$ cat src/hw/rtl/bbss_pkg.sv
`timescale 1ns / 1ps
// ----------------------------------------------------------------------------
// bbss_pkg
// Request and result types, opcodes and register indexes of the balanced
// Bernoulli subset sampler.
// ----------------------------------------------------------------------------
package bbss_pkg;

    localparam logic [1:0] OP_LOAD    = 2'd0;
    localparam logic [1:0] OP_DRAW    = 2'd1;
    localparam logic [1:0] OP_RESTART = 2'd2;

    localparam logic [1:0] CFG_ENSURE_MODE  = 2'd0;
    localparam logic [1:0] CFG_MOTIF_COUNT  = 2'd1;
    localparam logic [1:0] CFG_SAMPLE_COUNT = 2'd2;

    localparam int CFG_DATA_W = 16;
    localparam int Q16_ONE    = 65536;

    typedef struct packed {
        logic [1:0]  opcode;
        logic [5:0]  motif_index;
        logic [16:0] prob_value;
        logic [15:0] random_value;
    } bbss_req_t;

    typedef struct packed {
        logic [5:0] motif_id;
        logic       chosen;
        logic       round_end;
        logic       exhausted;
    } bbss_res_t;

endpackage

$ cat src/hw/rtl/balanced_bernoulli_subset_sampler.sv
`timescale 1ns / 1ps
// ----------------------------------------------------------------------------
// balanced_bernoulli_subset_sampler
// Per-motif Bernoulli selection with probability rebalancing over rounds.
// ----------------------------------------------------------------------------
// Requests arrive on req_valid/req_ready with a bbss_req_t payload; results
// leave on res_valid/res_ready as bbss_res_t, one result per draw request.
// Load and restart requests complete in the cycle they are accepted.
// A draw reads the probability table (synchronous read memory) and, in
// ensure mode with more than one sample left, multiplies by the remaining
// sample count, subtracts one if the motif was chosen and divides by that
// count minus one in a restoring divider that retires one quotient bit per
// cycle (FRAC_BITS+2 steps). Such a draw goes through read, prepare, divide,
// write and emit; other draws go from read to emit, exhausted ones go to
// emit. One draw is in work at a time. The result sits in an output register;
// when the receiver stalls, a finished draw waits for that register to free
// up and no new request is taken meanwhile. Reset clears control state, the
// pointer and the sample counter and restores the register defaults; table
// entries stay undefined until loaded. Configuration is written through
// cfg_wr_en/cfg_index/cfg_data.
// ----------------------------------------------------------------------------
module balanced_bernoulli_subset_sampler
    import bbss_pkg::*;
#(
    parameter int MAX_MOTIFS = 64,
    parameter int FRAC_BITS  = 16
) (
    input  logic                  clk,
    input  logic                  rst_n,
    input  logic                  cfg_wr_en,
    input  logic [1:0]            cfg_index,
    input  logic [CFG_DATA_W-1:0] cfg_data,
    input  logic                  req_valid,
    output logic                  req_ready,
    input  bbss_req_t             req_data,
    output logic                  res_valid,
    input  logic                  res_ready,
    output bbss_res_t             res_data
);

    localparam int AW    = (MAX_MOTIFS > 1) ? $clog2(MAX_MOTIFS) : 1;
    localparam int CW    = ($clog2(MAX_MOTIFS + 1) > 7) ? $clog2(MAX_MOTIFS + 1) : 7;
    localparam int FW    = FRAC_BITS + 1;
    localparam int PW    = FW + 16;
    localparam int QW    = FRAC_BITS + 2;
    localparam int DCW   = $clog2(QW + 1);
    localparam int EXT_W = 34;
    localparam int SH_UP = (FRAC_BITS >= 16) ? FRAC_BITS - 16 : 0;
    localparam int SH_DN = (FRAC_BITS < 16) ? 16 - FRAC_BITS : 0;

    localparam logic [FW-1:0] ONE_F = FW'(1) << FRAC_BITS;
    localparam logic [PW-1:0] ONE_P = PW'(1) << FRAC_BITS;
    localparam logic [QW-1:0] ONE_Q = QW'(1) << FRAC_BITS;

    localparam logic [2:0] S_IDLE  = 3'd0;
    localparam logic [2:0] S_READ  = 3'd1;
    localparam logic [2:0] S_PREP  = 3'd2;
    localparam logic [2:0] S_DIV   = 3'd3;
    localparam logic [2:0] S_WRITE = 3'd4;
    localparam logic [2:0] S_EMIT  = 3'd5;

    logic [2:0]     state_reg, state_next;
    logic           ensure_reg, ensure_next;
    logic [6:0]     mcount_reg, mcount_next;
    logic [15:0]    scount_reg, scount_next;
    logic [15:0]    samples_reg, samples_next;
    logic [AW-1:0]  ptr_reg, ptr_next;
    logic           chosen_reg, chosen_next;
    logic           last_reg, last_next;
    logic           exh_reg, exh_next;
    logic [FW-1:0]  rnd_reg, rnd_next;
    logic [PW-1:0]  prod_reg, prod_next;
    logic [15:0]    rem_reg, rem_next;
    logic [QW-1:0]  rq_reg, rq_next;
    logic [15:0]    dvs_reg, dvs_next;
    logic [DCW-1:0] dcnt_reg, dcnt_next;
    logic           res_valid_reg, res_valid_next;
    bbss_res_t      res_data_reg, res_data_next;

    logic [FW-1:0]  mem [MAX_MOTIFS];
    logic [FW-1:0]  rd_data_reg;
    logic           mem_we, mem_re;
    logic [AW-1:0]  mem_waddr, mem_raddr;
    logic [FW-1:0]  mem_wdata;

    logic [16:0]    prob_sat;
    logic [FW-1:0]  prob_fx, rnd_fx;
    logic [CW-1:0]  cnt_eff;
    logic [AW-1:0]  ptr_fix;
    logic           draw_last;
    logic [PW-1:0]  dividend;
    logic [17:0]    trial;
    logic           out_free;

    assign prob_sat = (req_data.prob_value > 17'(Q16_ONE)) ? 17'(Q16_ONE)
                                                           : req_data.prob_value;
    assign prob_fx  = FW'((EXT_W'(prob_sat) << SH_UP) >> SH_DN);
    assign rnd_fx   = FW'((EXT_W'(req_data.random_value) << SH_UP) >> SH_DN);

    assign cnt_eff  = (mcount_reg == 7'd0) ? CW'(1) :
                      (CW'(mcount_reg) > CW'(MAX_MOTIFS)) ? CW'(MAX_MOTIFS) :
                      CW'(mcount_reg);
    assign ptr_fix   = (CW'(ptr_reg) >= cnt_eff) ? '0 : ptr_reg;
    assign draw_last = (CW'(ptr_fix) + CW'(1)) >= cnt_eff;

    assign dividend = chosen_reg ? ((prod_reg > ONE_P) ? prod_reg - ONE_P : '0)
                                 : prod_reg;
    assign trial    = {1'b0, rem_reg, rq_reg[QW-1]} - {2'b00, dvs_reg};
    assign out_free = !res_valid_reg || res_ready;

    assign req_ready = (state_reg == S_IDLE);
    assign res_valid = res_valid_reg;
    assign res_data  = res_data_reg;

    always_comb
    begin
        state_next     = state_reg;
        ensure_next    = ensure_reg;
        mcount_next    = mcount_reg;
        scount_next    = scount_reg;
        samples_next   = samples_reg;
        ptr_next       = ptr_reg;
        chosen_next    = chosen_reg;
        last_next      = last_reg;
        exh_next       = exh_reg;
        rnd_next       = rnd_reg;
        prod_next      = prod_reg;
        rem_next       = rem_reg;
        rq_next        = rq_reg;
        dvs_next       = dvs_reg;
        dcnt_next      = dcnt_reg;
        res_valid_next = res_valid_reg && !res_ready;
        res_data_next  = res_data_reg;
        mem_we         = 1'b0;
        mem_re         = 1'b0;
        mem_waddr      = AW'(req_data.motif_index);
        mem_raddr      = ptr_fix;
        mem_wdata      = prob_fx;

        if (cfg_wr_en)
        begin
            unique case (cfg_index)
                CFG_ENSURE_MODE:  ensure_next = cfg_data[0];
                CFG_MOTIF_COUNT:  mcount_next = cfg_data[6:0];
                CFG_SAMPLE_COUNT: scount_next = cfg_data;
                default: ;
            endcase
        end

        unique case (state_reg)
            S_IDLE:
            begin
                if (req_valid)
                begin
                    unique case (req_data.opcode)
                        OP_LOAD:
                        begin
                            mem_we = (32'(req_data.motif_index) < 32'(MAX_MOTIFS));
                        end
                        OP_RESTART:
                        begin
                            samples_next = scount_reg;
                            ptr_next     = '0;
                        end
                        OP_DRAW:
                        begin
                            ptr_next = ptr_fix;
                            rnd_next = rnd_fx;
                            if (ensure_reg && samples_reg == 16'd0)
                            begin
                                exh_next    = 1'b1;
                                chosen_next = 1'b0;
                                last_next   = 1'b0;
                                state_next  = S_EMIT;
                            end
                            else
                            begin
                                exh_next   = 1'b0;
                                last_next  = draw_last;
                                mem_re     = 1'b1;
                                state_next = S_READ;
                            end
                        end
                        default: ;
                    endcase
                end
            end
            S_READ:
            begin
                chosen_next = rnd_reg < rd_data_reg;
                prod_next   = PW'(rd_data_reg) * PW'(samples_reg);
                if (ensure_reg && samples_reg > 16'd1)
                    state_next = S_PREP;
                else
                    state_next = S_EMIT;
            end
            S_PREP:
            begin
                rem_next   = 16'(dividend >> QW);
                rq_next    = dividend[QW-1:0];
                dvs_next   = samples_reg - 16'd1;
                dcnt_next  = DCW'(QW);
                state_next = S_DIV;
            end
            S_DIV:
            begin
                if (!trial[17])
                begin
                    rem_next = trial[15:0];
                    rq_next  = {rq_reg[QW-2:0], 1'b1};
                end
                else
                begin
                    rem_next = {rem_reg[14:0], rq_reg[QW-1]};
                    rq_next  = {rq_reg[QW-2:0], 1'b0};
                end
                dcnt_next = dcnt_reg - DCW'(1);
                if (dcnt_reg == DCW'(1))
                    state_next = S_WRITE;
            end
            S_WRITE:
            begin
                mem_we     = 1'b1;
                mem_waddr  = ptr_reg;
                mem_wdata  = (rq_reg > ONE_Q) ? ONE_F : rq_reg[FW-1:0];
                state_next = S_EMIT;
            end
            S_EMIT:
            begin
                if (out_free)
                begin
                    res_valid_next          = 1'b1;
                    res_data_next.motif_id  = 6'(ptr_reg);
                    res_data_next.chosen    = chosen_reg;
                    res_data_next.round_end = last_reg;
                    res_data_next.exhausted = exh_reg;
                    if (!exh_reg)
                    begin
                        ptr_next = last_reg ? '0 : AW'(CW'(ptr_reg) + CW'(1));
                        if (ensure_reg && last_reg)
                            samples_next = samples_reg - 16'd1;
                    end
                    state_next = S_IDLE;
                end
            end
            default: state_next = S_IDLE;
        endcase
    end

    always_ff @(posedge clk or negedge rst_n)
    begin
        if (!rst_n)
        begin
            state_reg     <= S_IDLE;
            ensure_reg    <= 1'b0;
            mcount_reg    <= 7'd64;
            scount_reg    <= 16'd1;
            samples_reg   <= '0;
            ptr_reg       <= '0;
            dcnt_reg      <= '0;
            res_valid_reg <= 1'b0;
        end
        else
        begin
            state_reg     <= state_next;
            ensure_reg    <= ensure_next;
            mcount_reg    <= mcount_next;
            scount_reg    <= scount_next;
            samples_reg   <= samples_next;
            ptr_reg       <= ptr_next;
            dcnt_reg      <= dcnt_next;
            res_valid_reg <= res_valid_next;
        end
    end

    always_ff @(posedge clk)
    begin
        chosen_reg   <= chosen_next;
        last_reg     <= last_next;
        exh_reg      <= exh_next;
        rnd_reg      <= rnd_next;
        prod_reg     <= prod_next;
        rem_reg      <= rem_next;
        rq_reg       <= rq_next;
        dvs_reg      <= dvs_next;
        res_data_reg <= res_data_next;
    end

    always_ff @(posedge clk)
    begin
        if (mem_we)
            mem[mem_waddr] <= mem_wdata;
        if (mem_re)
            rd_data_reg <= mem[mem_raddr];
    end

endmodule

$ cat config.mk
export PLATFORM = sky130hd
export DESIGN_NAME = balanced_bernoulli_subset_sampler
export DESIGN_NICKNAME = d
export VERILOG_FILES = /design/src/hw/rtl/bbss_pkg.sv /design/src/hw/rtl/balanced_bernoulli_subset_sampler.sv
export SDC_FILE = /design/constraint.sdc
export NUM_CORES = 2
export LEC_CHECK = 0
export BUFFER_PORTS_ARGS = -buffer_cell sky130_fd_sc_hd__buf_4
export CORE_MARGIN = 4
export CORE_UTILIZATION = 53
export DETAILED_ROUTE_END_ITERATION = 12
export PLACE_DENSITY = 0.69
export SETUP_SLACK_MARGIN = 0.15
export SYNTH_ARGS = -nofsm -noshare
export SYNTH_HDL_FRONTEND = slang
export SYNTH_SLANG_ARGS = --single-unit
$ cat constraint.sdc
create_clock -name clk -period 9.05 [get_ports clk]
set_input_delay 1.81 -clock clk [delete_from_list [all_inputs] [get_ports clk]]
set_output_delay 1.81 -clock clk [all_outputs]
set_load 0.005 [all_outputs]
==> out/results.tsv <==
stage	metric	value	unit
power_and_ir_drop	p_per_area	444.2	nW/um^2
timing	setup_tns	0	ns
floorplanning	die_w	346.6	um
critical_path	critical_path.startpoint_type	flop	
grt	grt_util_met1	0.3807	
synthesis	synth_enable_flop_cells	1216	
synthesis	yosysWarningCount	0	
critical_path	ff2ff_setup_slack	2.22	ns
timing	clock.fmax	146.4	MHz
route	dr.first_iter.drc_count	4432	
grt	number_of_antenna_violations_at_the_first_check_in_global_routing	2	
layout	number_of_nets_in_the_finished_design	5022	
clock_network	cts_htree_levels	4	
clock_network	clock_tree_from_tritoncts	done	
grt	global_route.overflow_total	0	
clock_network	ctsResizeCount	0	
critical_path	worst_r2r_endpoint	prod_reg[31]	
synthesis	synth.lib_cells_used.distinct	74	
clock_network	tritoncts_num_sinks	1271	
synthesis	netlist_instances	4510	
route	drt-pass1-iter-count	7	
critical_path	worst_path_largest_cell_delay	0.84	ns
grt	global_route.usage.met2	0.4116	
job	maxCapViolCount	0	
route	final_antenna_net_count	0	
placed_design	port-buffer-count	74	
floorplanning	number_of_primary_i_o_pins	75	
timing	finalClockSkew	0.03489	ns
synthesis	dominant_cell_by_count_in_the_synthesized_netlist	sky130_fd_sc_hd__edfxtp_1	
power_and_ir_drop	ir_drop	0.0009485	V
timing	min_period	6.829	ns
critical_path	r2r_cells	20	
layout	finalCoreUtilization	0.5982	
critical_path	timing.setup.critical_path_class	reg2reg	
critical_path	cp_slowest_cell	sky130_fd_sc_hd__dfrtp_1	
run_status	status	finished, final reports clean	
route	finalWirelength	164.2	mm
critical_path	worst_path_most_repeated_cell	sky130_fd_sc_hd__fa_1	
synthesis	synth_area_in_compound_gates	0.1189	
synthesis	postSynthRegisterBits	1271	
layout	post_route_cells_drive_above_1_share	0.1041	
grt	grt_most_used_layer	met2	
clock_network	clk_pin_slew	0.07	ns
grt	grt_pass1_wl	244.8	mm
synthesis	synth_adder_area_share	0.1012	
timing	rsz_0062_raised_after_global_routing	no	
timing	worst-slew-pin-transition	1.296	ns
synthesis	synth-xor-area-share	0.01052	
critical_path	setup.worst_path.start	samples_reg[2]	
timing	setup_viol	0	
min_path	hp-class	reg2reg	
clock_network	worstSkewPairLatency	0.75	ns
layout	insertedDiodeCount	0	
synthesis	simple_gate_fraction_of_synth_area	0.07544	
power_and_ir_drop	power.static_leakage	24.42	nW
floorplanning	coreArea	113100	um^2
floorplanning	initial_core_util	0.5372	
clock_network	count_of_hold_fix_buffers_inserted_at_cts	0	
placed_design	routabilityCongestion	0.9358	
grt	combined_global_route_utilization_of_all_metal_layers	0.2704	
route	post-route-drc-count	0	
synthesis	syn_avg_cell_area	13.47	um^2
critical_path	crit_end	prod_reg[31]	
synthesis	syn_nets	4940	
critical_path	arrival	7.31	ns
critical_path	cp-end-kind	flop	
critical_path	path_max_fanout	22	
route	wl_per_instance	26.50	um
synthesis	netlist.top_cell.by_area	sky130_fd_sc_hd__edfxtp_1	
synthesis	post_synth_main_area_contributors	sky130_fd_sc_hd__edfxtp_1 (60%), sky130_fd_sc_hd__fa_1 (6.9%), sky130_fd_sc_hd__ha_1 (3.2%)	
route	route.detailed.vias_per_inst	6.225	
clock_network	cts-root-to-sink-buffers	3	
placed_design	dpl.hpwl	105.2	mm
critical_path	timing.critical_path.cells	nand2_1, fa_1, fa_1, fa_1, inv_1, fa_1, fa_1, inv_1, fa_1, inv_1, ha_1, a21o_1, a21oi_1, o211a_1, o22ai_1, a311o_1, a311o_1, a21o_1, a21oi_1, xnor2_1	
timing	max-slew-margin-rel	0.1331	
min_path	timing.hold.worst.start	scount_reg[6]	
synthesis	yosys-top-cells-count	sky130_fd_sc_hd__edfxtp_1 (1216), sky130_fd_sc_hd__nand2_1 (501), sky130_fd_sc_hd__inv_1 (304)	
clock_network	clock-root-buffer	sky130_fd_sc_hd__clkbuf_16	
floorplanning	fp.dieArea	120100	um^2
layout	fill_cells	8673	
synthesis	synth_flop_cell	sky130_fd_sc_hd__edfxtp_1	
floorplanning	fp-row-count	123	
grt	grt_use_met3	0.06699	
critical_path	worstPathRequired	9.53	ns
timing	final.period_utilization	0.7546	
timing	hold_violations	0	
layout	largest_reg_flops	1088	
synthesis	synth.mux.area_fraction	0.03397	
floorplanning	chipHeight	346.6	um
grt	first_global_vias	37563	
synthesis	post_synth_instance_area	60770	um^2
synthesis	async_reset_ff_frac	0.04327	
route	detailroute.via_count	38581	
synthesis	main_combinational_cell_family_by_area_after_synthesis	compound AO/OA/AOI/OAI gates	
synthesis	yosysTopAreaCellShare	0.6009	
grt	grt_start_max_net_pins	99	
critical_path	r2r_start	samples_reg[2]	
timing	maxSlewViolCount	0	
synthesis	yosysSeqAreaShare	0.6236	
clock_network	setup_buffers_after_cts	0	
clock_network	cts_inserted_buffers	134	
layout	syn2layout_area_growth	11.34	%
-- routing by layer --
metal	share of wire	routed length [um]
met2	0.45	73990
met5	0.00011	18
met3	0.11	17800
met1	0.40	66130
met4	0.038	6317
-- power breakdown --
part           internal, mW  total, mW  switching (mW)
combinational          6.80       16.4            9.58
sequential             7.69       8.18           0.490
clock                  3.19       5.50            2.31
total                  17.7       30.1            12.4
-- cells in the final DEF, fill, tap and decap left out, types with 28 or more instances in the layout --
cell type / Yosys / final
sky130_fd_sc_hd__edfxtp_1: 1216 / 1216
sky130_fd_sc_hd__nand2_1: 501 / 500
sky130_fd_sc_hd__inv_1: 304 / 304
sky130_fd_sc_hd__fa_1: 209 / 209
sky130_fd_sc_hd__a21oi_1: 203 / 203
sky130_fd_sc_hd__buf_4: 14 / 195
sky130_fd_sc_hd__mux2i_1: 159 / 159
sky130_fd_sc_hd__ha_1: 157 / 157
sky130_fd_sc_hd__nor2_1: 154 / 146
sky130_fd_sc_hd__o21ai_0: 144 / 144
sky130_fd_sc_hd__clkbuf_16: 0 / 138
sky130_fd_sc_hd__and2_1: 129 / 129
sky130_fd_sc_hd__a211oi_1: 119 / 119
sky130_fd_sc_hd__o22ai_1: 66 / 66
sky130_fd_sc_hd__nand3_1: 60 / 60
sky130_fd_sc_hd__o21a_1: 58 / 58
sky130_fd_sc_hd__a221oi_1: 51 / 51
sky130_fd_sc_hd__dfrtp_1: 53 / 51
sky130_fd_sc_hd__xnor2_1: 47 / 47
sky130_fd_sc_hd__mux2_2: 42 / 42
sky130_fd_sc_hd__o211ai_1: 41 / 41
sky130_fd_sc_hd__o31ai_1: 41 / 40
sky130_fd_sc_hd__o211a_1: 34 / 34
sky130_fd_sc_hd__nor3_1: 35 / 32
sky130_fd_sc_hd__a21o_1: 30 / 30
sky130_fd_sc_hd__nor2b_1: 28 / 28
-- through the flow --
stage	cell area [um^2]	instances	hold slack [ns]	setup slack, ns	total power [mW]
final	67660	6198	0.5090	2.221	30.06
after global routing	67660	6198	0.5227	1.926	32.53
after CTS	67660	6198	0.5118	2.285	30.03
after detailed placement	63270	5956	0.4935	2.277	24.43
after global placement	63270	5956	0.4873	2.399	24.19
after floorplan	60770	4510	0.4244	2.677	20.54
-- cell type report --
class | instances | area (um^2) | share of cell area
Clock buffer | 168 | 3596 | 0.05315
Clock inverter | 74 | 799.5 | 0.01182
Inverter | 310 | 1171 | 0.01731
Multi-Input combinational cell | 2678 | 20820 | 0.3076
Sequential cell | 1271 | 37900 | 0.5601
Tap cell | 1500 | 1877 | 0.02774
Timing Repair Buffer | 197 | 1504 | 0.02223
-- cell families after synthesis --
group                      after synthesis
DFF                                   1271
AOI/OAI and AO/OA                     1033
and+or+nand+nor                       1005
buffers and inverters                  561
adders and majority gates              366
muxes                                  201
xor gates and xnor gates                73
-- worst max-delay path: cells and delay by family, from the launching register on --
family	cells	cell delay, ns
xor+xnor	1	0.08
buf+inv	3	0.15
simple gates	1	0.17
flops	1	0.84
fa+ha+maj	7	3.37
compound gates	8	1.94
-- worst min-delay path by stage --
| stage | to | slack (ns) | cells past startpoint |
|---|---|---|---|
| global placement | res_data[0] | 0.49 | 0 |
| CTS | scount_reg[6] | 0.51 | 1 |
| finish | scount_reg[6] | 0.51 | 1 |
| floorplan | res_data[2] | 0.42 | 0 |
| global route | scount_reg[2] | 0.52 | 1 |
| detailed placement | res_data[0] | 0.49 | 0 |
Note: power is estimated with default switching activity, not from simulation.
